**src/hw/rtl/wavhp_pkg.sv**
```systemverilog
// wavhp_pkg: types and constants shared by the wav header parser
// standalone package, no dependencies

package wavhp_pkg;

  localparam int unsigned OFF_W = 25;

  localparam logic [31:0] TAG_RIFF = 32'h5249_4646;
  localparam logic [31:0] TAG_WAVE = 32'h5741_5645;
  localparam logic [31:0] TAG_FMT  = 32'h666D_7420;
  localparam logic [31:0] TAG_DATA = 32'h6461_7461;

  localparam logic [31:0] SIZE_ALL_ONES = 32'hFFFF_FFFF;
  localparam logic [31:0] FMT_MIN_SIZE  = 32'd16;

  localparam int unsigned RIFF_TAG_END = 3;
  localparam int unsigned WAVE_TAG_END = 11;
  localparam int unsigned MIN_FILE_BYTES = 44;

  localparam logic [15:0] DEFAULT_CHANNELS = 16'd1;
  localparam logic [31:0] DEFAULT_RATE     = 32'd22050;
  localparam logic [15:0] DEFAULT_BITS     = 16'd16;

  // chunk header last byte indexes
  localparam logic [2:0] HDR_ID_END   = 3'd3;
  localparam logic [2:0] HDR_SIZE_END = 3'd7;

  // fmt body byte indexes
  localparam logic [3:0] FMT_CHAN_LO = 4'd2;
  localparam logic [3:0] FMT_CHAN_HI = 4'd3;
  localparam logic [3:0] FMT_RATE_B0 = 4'd4;
  localparam logic [3:0] FMT_RATE_B1 = 4'd5;
  localparam logic [3:0] FMT_RATE_B2 = 4'd6;
  localparam logic [3:0] FMT_RATE_B3 = 4'd7;
  localparam logic [3:0] FMT_BITS_LO = 4'd14;
  localparam logic [3:0] FMT_BITS_HI = 4'd15;

  typedef enum logic [3:0] {
    PH_RIFF = 4'b0001,
    PH_HDR  = 4'b0010,
    PH_BODY = 4'b0100,
    PH_DONE = 4'b1000
  } phase_t;

  typedef struct packed {
    logic              valid_res;
    logic [15:0]       channel_count;
    logic [31:0]       sample_rate;
    logic              is_sixteen_bit;
    logic [OFF_W-1:0]  payload_offset;
    logic [31:0]       payload_size;
  } result_t;

endpackage

```
**src/hw/rtl/wavhp_chan_if.sv**
```systemverilog
// wavhp_in_if, wavhp_out_if: valid/ready channels of the wav header parser
// depends on nothing

interface wavhp_in_if;
  logic       valid;
  logic       ready;
  logic [7:0] byte_value;
  logic       is_last;

  modport source (output valid, output byte_value, output is_last, input ready);
  modport sink (input valid, input byte_value, input is_last, output ready);
endinterface

interface wavhp_out_if;
  logic        valid;
  logic        ready;
  logic        valid_res;
  logic [15:0] channel_count;
  logic [31:0] sample_rate;
  logic        is_sixteen_bit;
  logic [24:0] payload_offset;
  logic [31:0] payload_size;

  modport source (output valid, output valid_res, output channel_count, output sample_rate,
                  output is_sixteen_bit, output payload_offset, output payload_size,
                  input ready);
  modport sink (input valid, input valid_res, input channel_count, input sample_rate,
                input is_sixteen_bit, input payload_offset, input payload_size,
                output ready);
endinterface

```
**src/hw/rtl/wavhp_parse.sv**
```systemverilog
// wavhp_parse: per-byte riff/wave chunk walker with its state registers
// depends on wavhp_pkg

module wavhp_parse #(
  parameter int unsigned MAX_FILE_BYTES = 16777216
) (
  input  logic               clk,
  input  logic               rst_n,
  input  logic               take,
  input  logic [7:0]         byte_value,
  input  logic               is_last,
  output wavhp_pkg::result_t res
);

  localparam int unsigned POS_W = $clog2(MAX_FILE_BYTES + 1);
  localparam int unsigned SUM_W = ((POS_W > 32) ? POS_W : 32) + 1;
  localparam logic [POS_W-1:0] MAX_POS = POS_W'(MAX_FILE_BYTES);

  wavhp_pkg::phase_t phase_r, phase_nxt;
  logic [POS_W-1:0] pos_r, pos_nxt;
  logic             hok_r, hok_nxt;
  logic [31:0]      tag_r, tag_nxt;
  logic [31:0]      left_r, left_nxt;
  logic             is_fmt_r, is_fmt_nxt;
  logic             is_data_r, is_data_nxt;
  logic [2:0]       hdr_cnt_r, hdr_cnt_nxt;
  logic [4:0]       fmt_idx_r, fmt_idx_nxt;
  logic [15:0]      chan_r, chan_nxt;
  logic [31:0]      rate_r, rate_nxt;
  logic [15:0]      bits_r, bits_nxt;
  logic [POS_W-1:0] foff_r, foff_nxt;
  logic [31:0]      fsize_r, fsize_nxt;
  logic             fdata_r, fdata_nxt;

  logic [31:0]      size_w;
  logic [SUM_W-1:0] end_w;
  logic [SUM_W-1:0] off_ext;
  logic             ok;

  assign size_w = {byte_value, tag_r[31:8]};

  always_comb begin
    phase_nxt   = phase_r;
    pos_nxt     = (pos_r >= MAX_POS) ? MAX_POS : pos_r + POS_W'(1);
    hok_nxt     = hok_r;
    tag_nxt     = tag_r;
    left_nxt    = left_r;
    is_fmt_nxt  = is_fmt_r;
    is_data_nxt = is_data_r;
    hdr_cnt_nxt = hdr_cnt_r;
    fmt_idx_nxt = fmt_idx_r;
    chan_nxt    = chan_r;
    rate_nxt    = rate_r;
    bits_nxt    = bits_r;
    foff_nxt    = foff_r;
    fsize_nxt   = fsize_r;
    fdata_nxt   = fdata_r;

    case (phase_r)
      wavhp_pkg::PH_RIFF: begin
        tag_nxt = {tag_r[23:0], byte_value};
        if (pos_r == POS_W'(wavhp_pkg::RIFF_TAG_END) && tag_nxt != wavhp_pkg::TAG_RIFF) begin
          hok_nxt = 1'b0;
        end
        if (pos_r == POS_W'(wavhp_pkg::WAVE_TAG_END)) begin
          if (tag_nxt != wavhp_pkg::TAG_WAVE) begin
            hok_nxt = 1'b0;
          end
          tag_nxt     = '0;
          hdr_cnt_nxt = '0;
          phase_nxt   = wavhp_pkg::PH_HDR;
        end
      end
      wavhp_pkg::PH_HDR: begin
        hdr_cnt_nxt = hdr_cnt_r + 3'd1;
        if (!hdr_cnt_r[2]) begin
          tag_nxt = {tag_r[23:0], byte_value};
          if (hdr_cnt_r == wavhp_pkg::HDR_ID_END) begin
            is_fmt_nxt  = (tag_nxt == wavhp_pkg::TAG_FMT);
            is_data_nxt = (tag_nxt == wavhp_pkg::TAG_DATA);
            tag_nxt     = '0;
          end
        end else begin
          tag_nxt = size_w;
        end
        if (hdr_cnt_r == wavhp_pkg::HDR_SIZE_END) begin
          tag_nxt = '0;
          if (is_data_r) begin
            fdata_nxt = 1'b1;
            foff_nxt  = pos_nxt;
            fsize_nxt = size_w;
            phase_nxt = wavhp_pkg::PH_DONE;
          end else begin
            if (is_fmt_r && size_w < wavhp_pkg::FMT_MIN_SIZE) begin
              hok_nxt = 1'b0;
            end
            if (size_w == wavhp_pkg::SIZE_ALL_ONES) begin
              left_nxt = wavhp_pkg::SIZE_ALL_ONES;
            end else begin
              left_nxt = size_w + {31'd0, size_w[0]};
            end
            fmt_idx_nxt = '0;
            phase_nxt   = (left_nxt != '0) ? wavhp_pkg::PH_BODY : wavhp_pkg::PH_HDR;
          end
        end
      end
      wavhp_pkg::PH_BODY: begin
        if (is_fmt_r && !fmt_idx_r[4]) begin
          fmt_idx_nxt = fmt_idx_r + 5'd1;
          case (fmt_idx_r[3:0])
            wavhp_pkg::FMT_CHAN_LO: chan_nxt[7:0]   = byte_value;
            wavhp_pkg::FMT_CHAN_HI: chan_nxt[15:8]  = byte_value;
            wavhp_pkg::FMT_RATE_B0: rate_nxt[7:0]   = byte_value;
            wavhp_pkg::FMT_RATE_B1: rate_nxt[15:8]  = byte_value;
            wavhp_pkg::FMT_RATE_B2: rate_nxt[23:16] = byte_value;
            wavhp_pkg::FMT_RATE_B3: rate_nxt[31:24] = byte_value;
            wavhp_pkg::FMT_BITS_LO: bits_nxt[7:0]   = byte_value;
            wavhp_pkg::FMT_BITS_HI: bits_nxt[15:8]  = byte_value;
            default: ;
          endcase
        end
        left_nxt = left_r - 32'd1;
        if (left_r == 32'd1) begin
          hdr_cnt_nxt = '0;
          phase_nxt   = wavhp_pkg::PH_HDR;
        end
      end
      wavhp_pkg::PH_DONE: ;
      default: phase_nxt = wavhp_pkg::PH_RIFF;
    endcase
  end

  // result of the file if this byte is the last one
  assign off_ext = SUM_W'(foff_nxt);
  assign end_w   = off_ext + SUM_W'(fsize_nxt);
  assign ok = hok_nxt && (pos_nxt >= POS_W'(wavhp_pkg::MIN_FILE_BYTES)) && fdata_nxt &&
              (fsize_nxt != '0) && (end_w <= SUM_W'(pos_nxt));

  always_comb begin
    res.valid_res      = ok;
    res.channel_count  = ok ? chan_nxt : '0;
    res.sample_rate    = ok ? rate_nxt : '0;
    res.is_sixteen_bit = ok && (bits_nxt == wavhp_pkg::DEFAULT_BITS);
    res.payload_offset = ok ? off_ext[wavhp_pkg::OFF_W-1:0] : '0;
    res.payload_size   = ok ? fsize_nxt : '0;
  end

  always_ff @(posedge clk) begin
    if (!rst_n || (take && is_last)) begin
      phase_r   <= wavhp_pkg::PH_RIFF;
      pos_r     <= '0;
      hok_r     <= 1'b1;
      tag_r     <= '0;
      left_r    <= '0;
      is_fmt_r  <= 1'b0;
      is_data_r <= 1'b0;
      hdr_cnt_r <= '0;
      fmt_idx_r <= '0;
      chan_r    <= wavhp_pkg::DEFAULT_CHANNELS;
      rate_r    <= wavhp_pkg::DEFAULT_RATE;
      bits_r    <= wavhp_pkg::DEFAULT_BITS;
      foff_r    <= '0;
      fsize_r   <= '0;
      fdata_r   <= 1'b0;
    end else if (take) begin
      phase_r   <= phase_nxt;
      pos_r     <= pos_nxt;
      hok_r     <= hok_nxt;
      tag_r     <= tag_nxt;
      left_r    <= left_nxt;
      is_fmt_r  <= is_fmt_nxt;
      is_data_r <= is_data_nxt;
      hdr_cnt_r <= hdr_cnt_nxt;
      fmt_idx_r <= fmt_idx_nxt;
      chan_r    <= chan_nxt;
      rate_r    <= rate_nxt;
      bits_r    <= bits_nxt;
      foff_r    <= foff_nxt;
      fsize_r   <= fsize_nxt;
      fdata_r   <= fdata_nxt;
    end
  end

endmodule

```
**src/hw/rtl/wav_header_chunk_parser_unit.sv**
```systemverilog
// wav_header_chunk_parser_unit: top level of the riff/wave header parser
// depends on wavhp_pkg, wavhp_chan_if.sv, wavhp_parse.sv
//
//   channel  dir  transaction     payload
//   in_ch    in   one file byte   byte_value, is_last
//   out_ch   out  one result      valid_res .. payload_size
//
// one byte per cycle unless stalled; results show the cycle after the last byte
// the chunk walker state and the result register are the only pipeline stages
// a held result stalls input only when the next last byte would overwrite it
// synchronous active-low reset returns the walker to the riff tag phase

module wav_header_chunk_parser_unit #(
  parameter int unsigned MAX_FILE_BYTES = 16777216
) (
  input  logic        clk,
  input  logic        rst_n,
  wavhp_in_if.sink    in_ch,
  wavhp_out_if.source out_ch
);

  logic               take;
  logic               out_valid_r;
  wavhp_pkg::result_t res_w;
  wavhp_pkg::result_t res_r;

  // bytes that are not the last never touch the result register
  assign in_ch.ready = !out_valid_r || out_ch.ready || !in_ch.is_last;
  assign take        = in_ch.valid && in_ch.ready;

  wavhp_parse #(
    .MAX_FILE_BYTES(MAX_FILE_BYTES)
  ) u_parse (
    .clk       (clk),
    .rst_n     (rst_n),
    .take      (take),
    .byte_value(in_ch.byte_value),
    .is_last   (in_ch.is_last),
    .res       (res_w)
  );

  always_ff @(posedge clk) begin
    if (!rst_n) begin
      out_valid_r <= 1'b0;
    end else if (take && in_ch.is_last) begin
      out_valid_r <= 1'b1;
    end else if (out_ch.ready) begin
      out_valid_r <= 1'b0;
    end
  end

  always_ff @(posedge clk) begin
    if (take && in_ch.is_last) begin
      res_r <= res_w;
    end
  end

  assign out_ch.valid          = out_valid_r;
  assign out_ch.valid_res      = res_r.valid_res;
  assign out_ch.channel_count  = res_r.channel_count;
  assign out_ch.sample_rate    = res_r.sample_rate;
  assign out_ch.is_sixteen_bit = res_r.is_sixteen_bit;
  assign out_ch.payload_offset = res_r.payload_offset;
  assign out_ch.payload_size   = res_r.payload_size;

endmodule

```
**src/flat_wrapper.sv**
```systemverilog
// flat-port wrapper written by rule: the top's interface ports become plain ports
module wav_header_chunk_parser_unit_flat 
#(
  parameter int unsigned MAX_FILE_BYTES = 16777216
)
  (clk, rst_n, in_ch_valid, in_ch_byte_value, in_ch_is_last, in_ch_ready, out_ch_valid, out_ch_valid_res, out_ch_channel_count, out_ch_sample_rate, out_ch_is_sixteen_bit, out_ch_payload_offset, out_ch_payload_size, out_ch_ready);
  wavhp_in_if in_ch_i ();
  wavhp_out_if out_ch_i ();
  input  logic clk;
  input  logic rst_n;
  input wire logic [$bits(in_ch_i.valid)-1:0] in_ch_valid;
  input wire logic [$bits(in_ch_i.byte_value)-1:0] in_ch_byte_value;
  input wire logic [$bits(in_ch_i.is_last)-1:0] in_ch_is_last;
  output wire logic [$bits(in_ch_i.ready)-1:0] in_ch_ready;
  output wire logic [$bits(out_ch_i.valid)-1:0] out_ch_valid;
  output wire logic [$bits(out_ch_i.valid_res)-1:0] out_ch_valid_res;
  output wire logic [$bits(out_ch_i.channel_count)-1:0] out_ch_channel_count;
  output wire logic [$bits(out_ch_i.sample_rate)-1:0] out_ch_sample_rate;
  output wire logic [$bits(out_ch_i.is_sixteen_bit)-1:0] out_ch_is_sixteen_bit;
  output wire logic [$bits(out_ch_i.payload_offset)-1:0] out_ch_payload_offset;
  output wire logic [$bits(out_ch_i.payload_size)-1:0] out_ch_payload_size;
  input wire logic [$bits(out_ch_i.ready)-1:0] out_ch_ready;
  assign in_ch_i.valid = in_ch_valid;
  assign in_ch_i.byte_value = in_ch_byte_value;
  assign in_ch_i.is_last = in_ch_is_last;
  assign in_ch_ready = in_ch_i.ready;
  assign out_ch_valid = out_ch_i.valid;
  assign out_ch_valid_res = out_ch_i.valid_res;
  assign out_ch_channel_count = out_ch_i.channel_count;
  assign out_ch_sample_rate = out_ch_i.sample_rate;
  assign out_ch_is_sixteen_bit = out_ch_i.is_sixteen_bit;
  assign out_ch_payload_offset = out_ch_i.payload_offset;
  assign out_ch_payload_size = out_ch_i.payload_size;
  assign out_ch_i.ready = out_ch_ready;
  wav_header_chunk_parser_unit #(.MAX_FILE_BYTES(MAX_FILE_BYTES)) u_core (.clk(clk), .rst_n(rst_n), .in_ch(in_ch_i), .out_ch(out_ch_i));
endmodule
```
**config.mk**
```make
export PLATFORM = sky130hd
export DESIGN_NAME = wav_header_chunk_parser_unit_flat
export DESIGN_NICKNAME = d
export VERILOG_FILES = /design/src/hw/rtl/wavhp_pkg.sv /design/src/hw/rtl/wavhp_chan_if.sv /design/src/hw/rtl/wavhp_parse.sv /design/src/hw/rtl/wav_header_chunk_parser_unit.sv /design/src/flat_wrapper.sv
export SDC_FILE = /design/constraint.sdc
export NUM_CORES = 1
export LEC_CHECK = 0
export ABC_AREA = 0
export BUFFER_PORTS_ARGS = -buffer_cell sky130_fd_sc_hd__buf_2
export CORE_ASPECT_RATIO = 1.4
export CORE_MARGIN = 4
export CORE_UTILIZATION = 50
export CTS_BUF_LIST = sky130_fd_sc_hd__clkbuf_4 sky130_fd_sc_hd__clkbuf_8
export CTS_CLUSTER_SIZE = 10
export DETAILED_ROUTE_END_ITERATION = 12
export PLACE_DENSITY = 0.7
export SYNTH_ARGS = -nofsm -noshare
export SYNTH_HDL_FRONTEND = slang
export SYNTH_HIERARCHICAL = 1
export SYNTH_SLANG_ARGS = --single-unit
```
**constraint.sdc**
```tcl
create_clock -name clk -period 6.49 [get_ports clk]
set_clock_uncertainty 0.15 [all_clocks]
set_input_delay 0 -clock clk [delete_from_list [all_inputs] [get_ports clk]]
set_output_delay 0 -clock clk [all_outputs]
set_load 0.05 [all_outputs]
```
==> impl_results.md <==
* Number of global-route vias before repair at 17.44k
* Min Tclk post-route at 6.284 ns
* Peak clock frequency supported by timing at 0.1591 GHz
* Met2 track demand over resource in global routing at 48.20%
* Post-route insts no fill at 3022
* CTS clk-pin slew, worst paths at 0.07 ns
* YS warnings at 6
* Hold violation total from the final report at 0
* Power density over the cells at ~200 nW/um2
* Worst voltage drop across the vdd grid at 0.0001876 V
* Cell count after synthesis at 2288
* CP max-delay cell: a2111o_2
* Share of async-settable or async-resettable flops after synthesis at 0%
* Final-layout fill cell count at ~3.5k
* Delay contributed by the slowest stage of the critical path at 0.49 ns
* Routed WL per cell at between 20 and 25 um
* Data arrival, critical path at 6.61 ns
* WL final at 61.49 mm
* X dimension of the die at 174.8 um
* Synthesis-to-finish area growth at 17.19%
* Data required time of the critical path at around 6.8 ns
* Lkg Pwr at 8.638 nW
* Height of the chip at 241.6 um
* Share of the clock period used by the worst path at 96.82%
* Total of max-cap violations at 0
* Initial standard-cell utilization of the core at 50.61%
* Worst Hold Slack at 0.03016 ns
* Number of nets in the finished design at roughly 2.5k
* Die outline area at 42240 um2
* Capturing element type of the critical path: flip-flop
* Commonest non-fill, non-tap cell in the layout: nand2_1
* Top Ports at 122
* Placeable Area at 38500 um2
* Global route hottest layer: met2
* Dpl cells at 2902
* Remaining antenna violation count at 0
* Global Route Usage Sum at between 20% and 30%
* Global-route congestion overflow total at 0
* Number of enable flip-flop cells after synthesis at between 100 and 150
* Worst slew margin relative to its limit at 27.31%
* Number of vias per cell after detailed routing at 5.951
* First DRT Iteration DRCs at between 1.5k and 2k
* CP top delay family: compound AO/OA/AOI/OAI gates
* GRT met3 Usage at 3.578%
* Pin slew with the least headroom to its limit at 1.082 ns
* Pin count of the biggest net entering global routing at 84
* Hold Crit Class: primary input to flip-flop
* Detailed Place HPWL at 43.21 mm
* Synthesized flop and latch total at between 300 and 400
* Crit start category: flip-flop
* Antenna violations before repair at 1
* Row count at 85
* Distinct cell type count of the synthesized netlist at 85
* Clock tree from TritonCTS: done
* Fin. max-slew vios at 0
* Crit path buffers/inverters at 5
* Worst-path fanout max at 20
* Run status: finished clean
* Count of vias placed by the detailed router at 17.98k
* Class of the most critical setup path: flip-flop to flip-flop
* Number of clock sinks at 334
* Port-buffer cells at 121
* Top FF cell, synth: dfxtp_1
* Highest-count cells in the layout ignoring fill and taps: nand2_1 (358), dfxtp_1 (225), nor2_1 (209)
* Post-synthesis instance area at just under 20000 um2
* Global-route wire length before repair at 95.88 mm
* Count of TritonRoute iterations in the first routing pass at 6
* Layout cell share with drive strength beyond 1 at 21.37%
* Placer congestion estimate at 0.9588
* Global-route track usage on met1 at ~33%
* Mean instance size in the synthesized netlist at 8.516 um2
* Final Power at 4.629 mW
* Max Root-Sink Buffers at 3
* CTS root buffer: clkbuf_8
* Number of setup violations in the final report at 0
* Number of remaining DRC errors at 0
* Sequential share of the synthesized area at 39.81%
* Number of buffers created by CTS at 54
* # H-tree levels at 2
* Clock latency of the later-clocked register in the worst-skew pair at 0.64 ns
==> layer usage <==
layer	up-vias	routed length, um
li1	8499	-
met1	8520	23020
met2	754	30560
met3	210	3771
met4	0	4131
met5	-	0
==> logic make-up after synthesis <==
logic type / count (synthesis) / share of synthesized area (%)
other: 1 / 0.01925
AND/OR/NAND/NOR: 987 / 26.71
XOR/XNOR: 87 / 3.981
multiplexers: 102 / 5.259
adder cells (fa/ha/maj): 63 / 4.071
flip-flops: 334 / 39.81
buffers and inverters: 247 / 5.291
AO/OA/AOI/OAI: 467 / 14.85
==> worst paths after layout <==
path	start	to	slack (ns)	depth (start not counted)
setup / recovery	u_core/u_parse/hdr_cnt_r[0]$_SDFFE_PP0P_	u_core/out_ch.sample_rate[12]$_DFFE_PP_	0.21	29
hold / removal	in_ch_valid	u_core/u_parse/chan_r[10]$_SDFFE_PP0P_	0.03	5
setup reg to reg	u_core/u_parse/hdr_cnt_r[0]$_SDFFE_PP0P_	u_core/out_ch.sample_rate[12]$_DFFE_PP_	0.21	29
hold reg to reg	u_core/u_parse/foff_r[14]$_SDFFE_PP0P_	u_core/u_parse/foff_r[14]$_SDFFE_PP0P_	0.30	2
==> worst min-delay path, stage by stage <==
cell and delay, ns:
buf_2 0.11, a21boi_4 0.12, buf_4 0.32, nand3_1 0.15
a21oi_1 0.06
==> sequential cells by signal (all words and copies together) (netlist names), 5 cells and up <==
register and count:
u_core/out_ch.channel_count 16, u_core/out_ch.payload_offset 25, u_core/out_ch.payload_size 32, u_core/out_ch.sample_rate 32
u_core/u_parse/bits_r 16, u_core/u_parse/chan_r 16, u_core/u_parse/fmt_idx_r 5, u_core/u_parse/foff_r 25
u_core/u_parse/fsize_r 32, u_core/u_parse/left_r 32, u_core/u_parse/pos_r 25, u_core/u_parse/rate_r 32
u_core/u_parse/tag_r 32
==> cell type report <==
class	instances	area [um2]	share of cell area (%)
multi-input cells	1712	10940	47.92
diodes	1	2.502	0.01096
clock buffers	70	900.9	3.945
repair buffers	301	2077	9.096
clock inverters	32	311.5	1.364
flip-flops and latches	334	7760	33.98
inverters	50	187.7	0.8219
well taps	522	653.1	2.860
==> per-stage QoR <==
stage / setup TNS, ns / cell area [um2] / setup WS, ns / util (%)
4_1_cts: 0 / 22640 / 0.008239 / 58.81
2_1_floorplan: 0 / 19520 / 0.06880 / -
3_3_place_gp: -0.1378 / 21320 / -0.03630 / 55.38
6_report: 0 / 22830 / 0.2061 / 59.31
3_5_place_dp: -1.037 / 21320 / -0.05475 / 55.38
5_1_grt: -0.1173 / 22830 / -0.02398 / 59.30
==> power by group <==
group          total (mW)  switching [mW]  leakage, nW  internal (mW)
Clock                2.03           0.904        0.632           1.12
Combinational       0.381           0.292         5.22         0.0896
Sequential           2.22          0.0274         2.79           2.20
==> cells in the mapped netlist, types with 13 or more instances <==
| library cell | number | area share (%) |
|---|---|---|
| nand2_1 | 359 | 6.9 |
| dfxtp_1 | 227 | 23 |
| nor2_1 | 216 | 4.2 |
| a21oi_1 | 188 | 4.8 |
| clkbuf_1 | 163 | 3.1 |
| edfxtp_1 | 107 | 16 |
| mux2i_1 | 99 | 5.1 |
| o21ai_0 | 82 | 2.1 |
| nand3_1 | 80 | 2.1 |
| ha_1 | 61 | 3.9 |
| inv_1 | 49 | 0.94 |
| nor3_2 | 49 | 2.5 |
| xnor2_1 | 45 | 2.0 |
| nor3_1 | 42 | 1.1 |
| a211oi_1 | 41 | 1.6 |
| xor2_1 | 41 | 1.8 |
| nor3b_2 | 40 | 2.6 |
| a22oi_1 | 39 | 1.5 |
| nand4_1 | 39 | 1.3 |
| nor4_1 | 33 | 1.1 |
| nor3b_1 | 15 | 0.58 |
| or4_1 | 14 | 0.54 |
| and4_1 | 13 | 0.58 |
| or3_1 | 13 | 0.42 |
==> timing repair <==
item,CTS,global route
setup endpoints to repair,99,101
pin swaps,0,8
gates cloned,0,1
hold buffers,11,0
buffers inserted,0,5
hold endpoints to repair,122,0
gates resized for setup,3,42
Power figures use the tool's default switching activity.
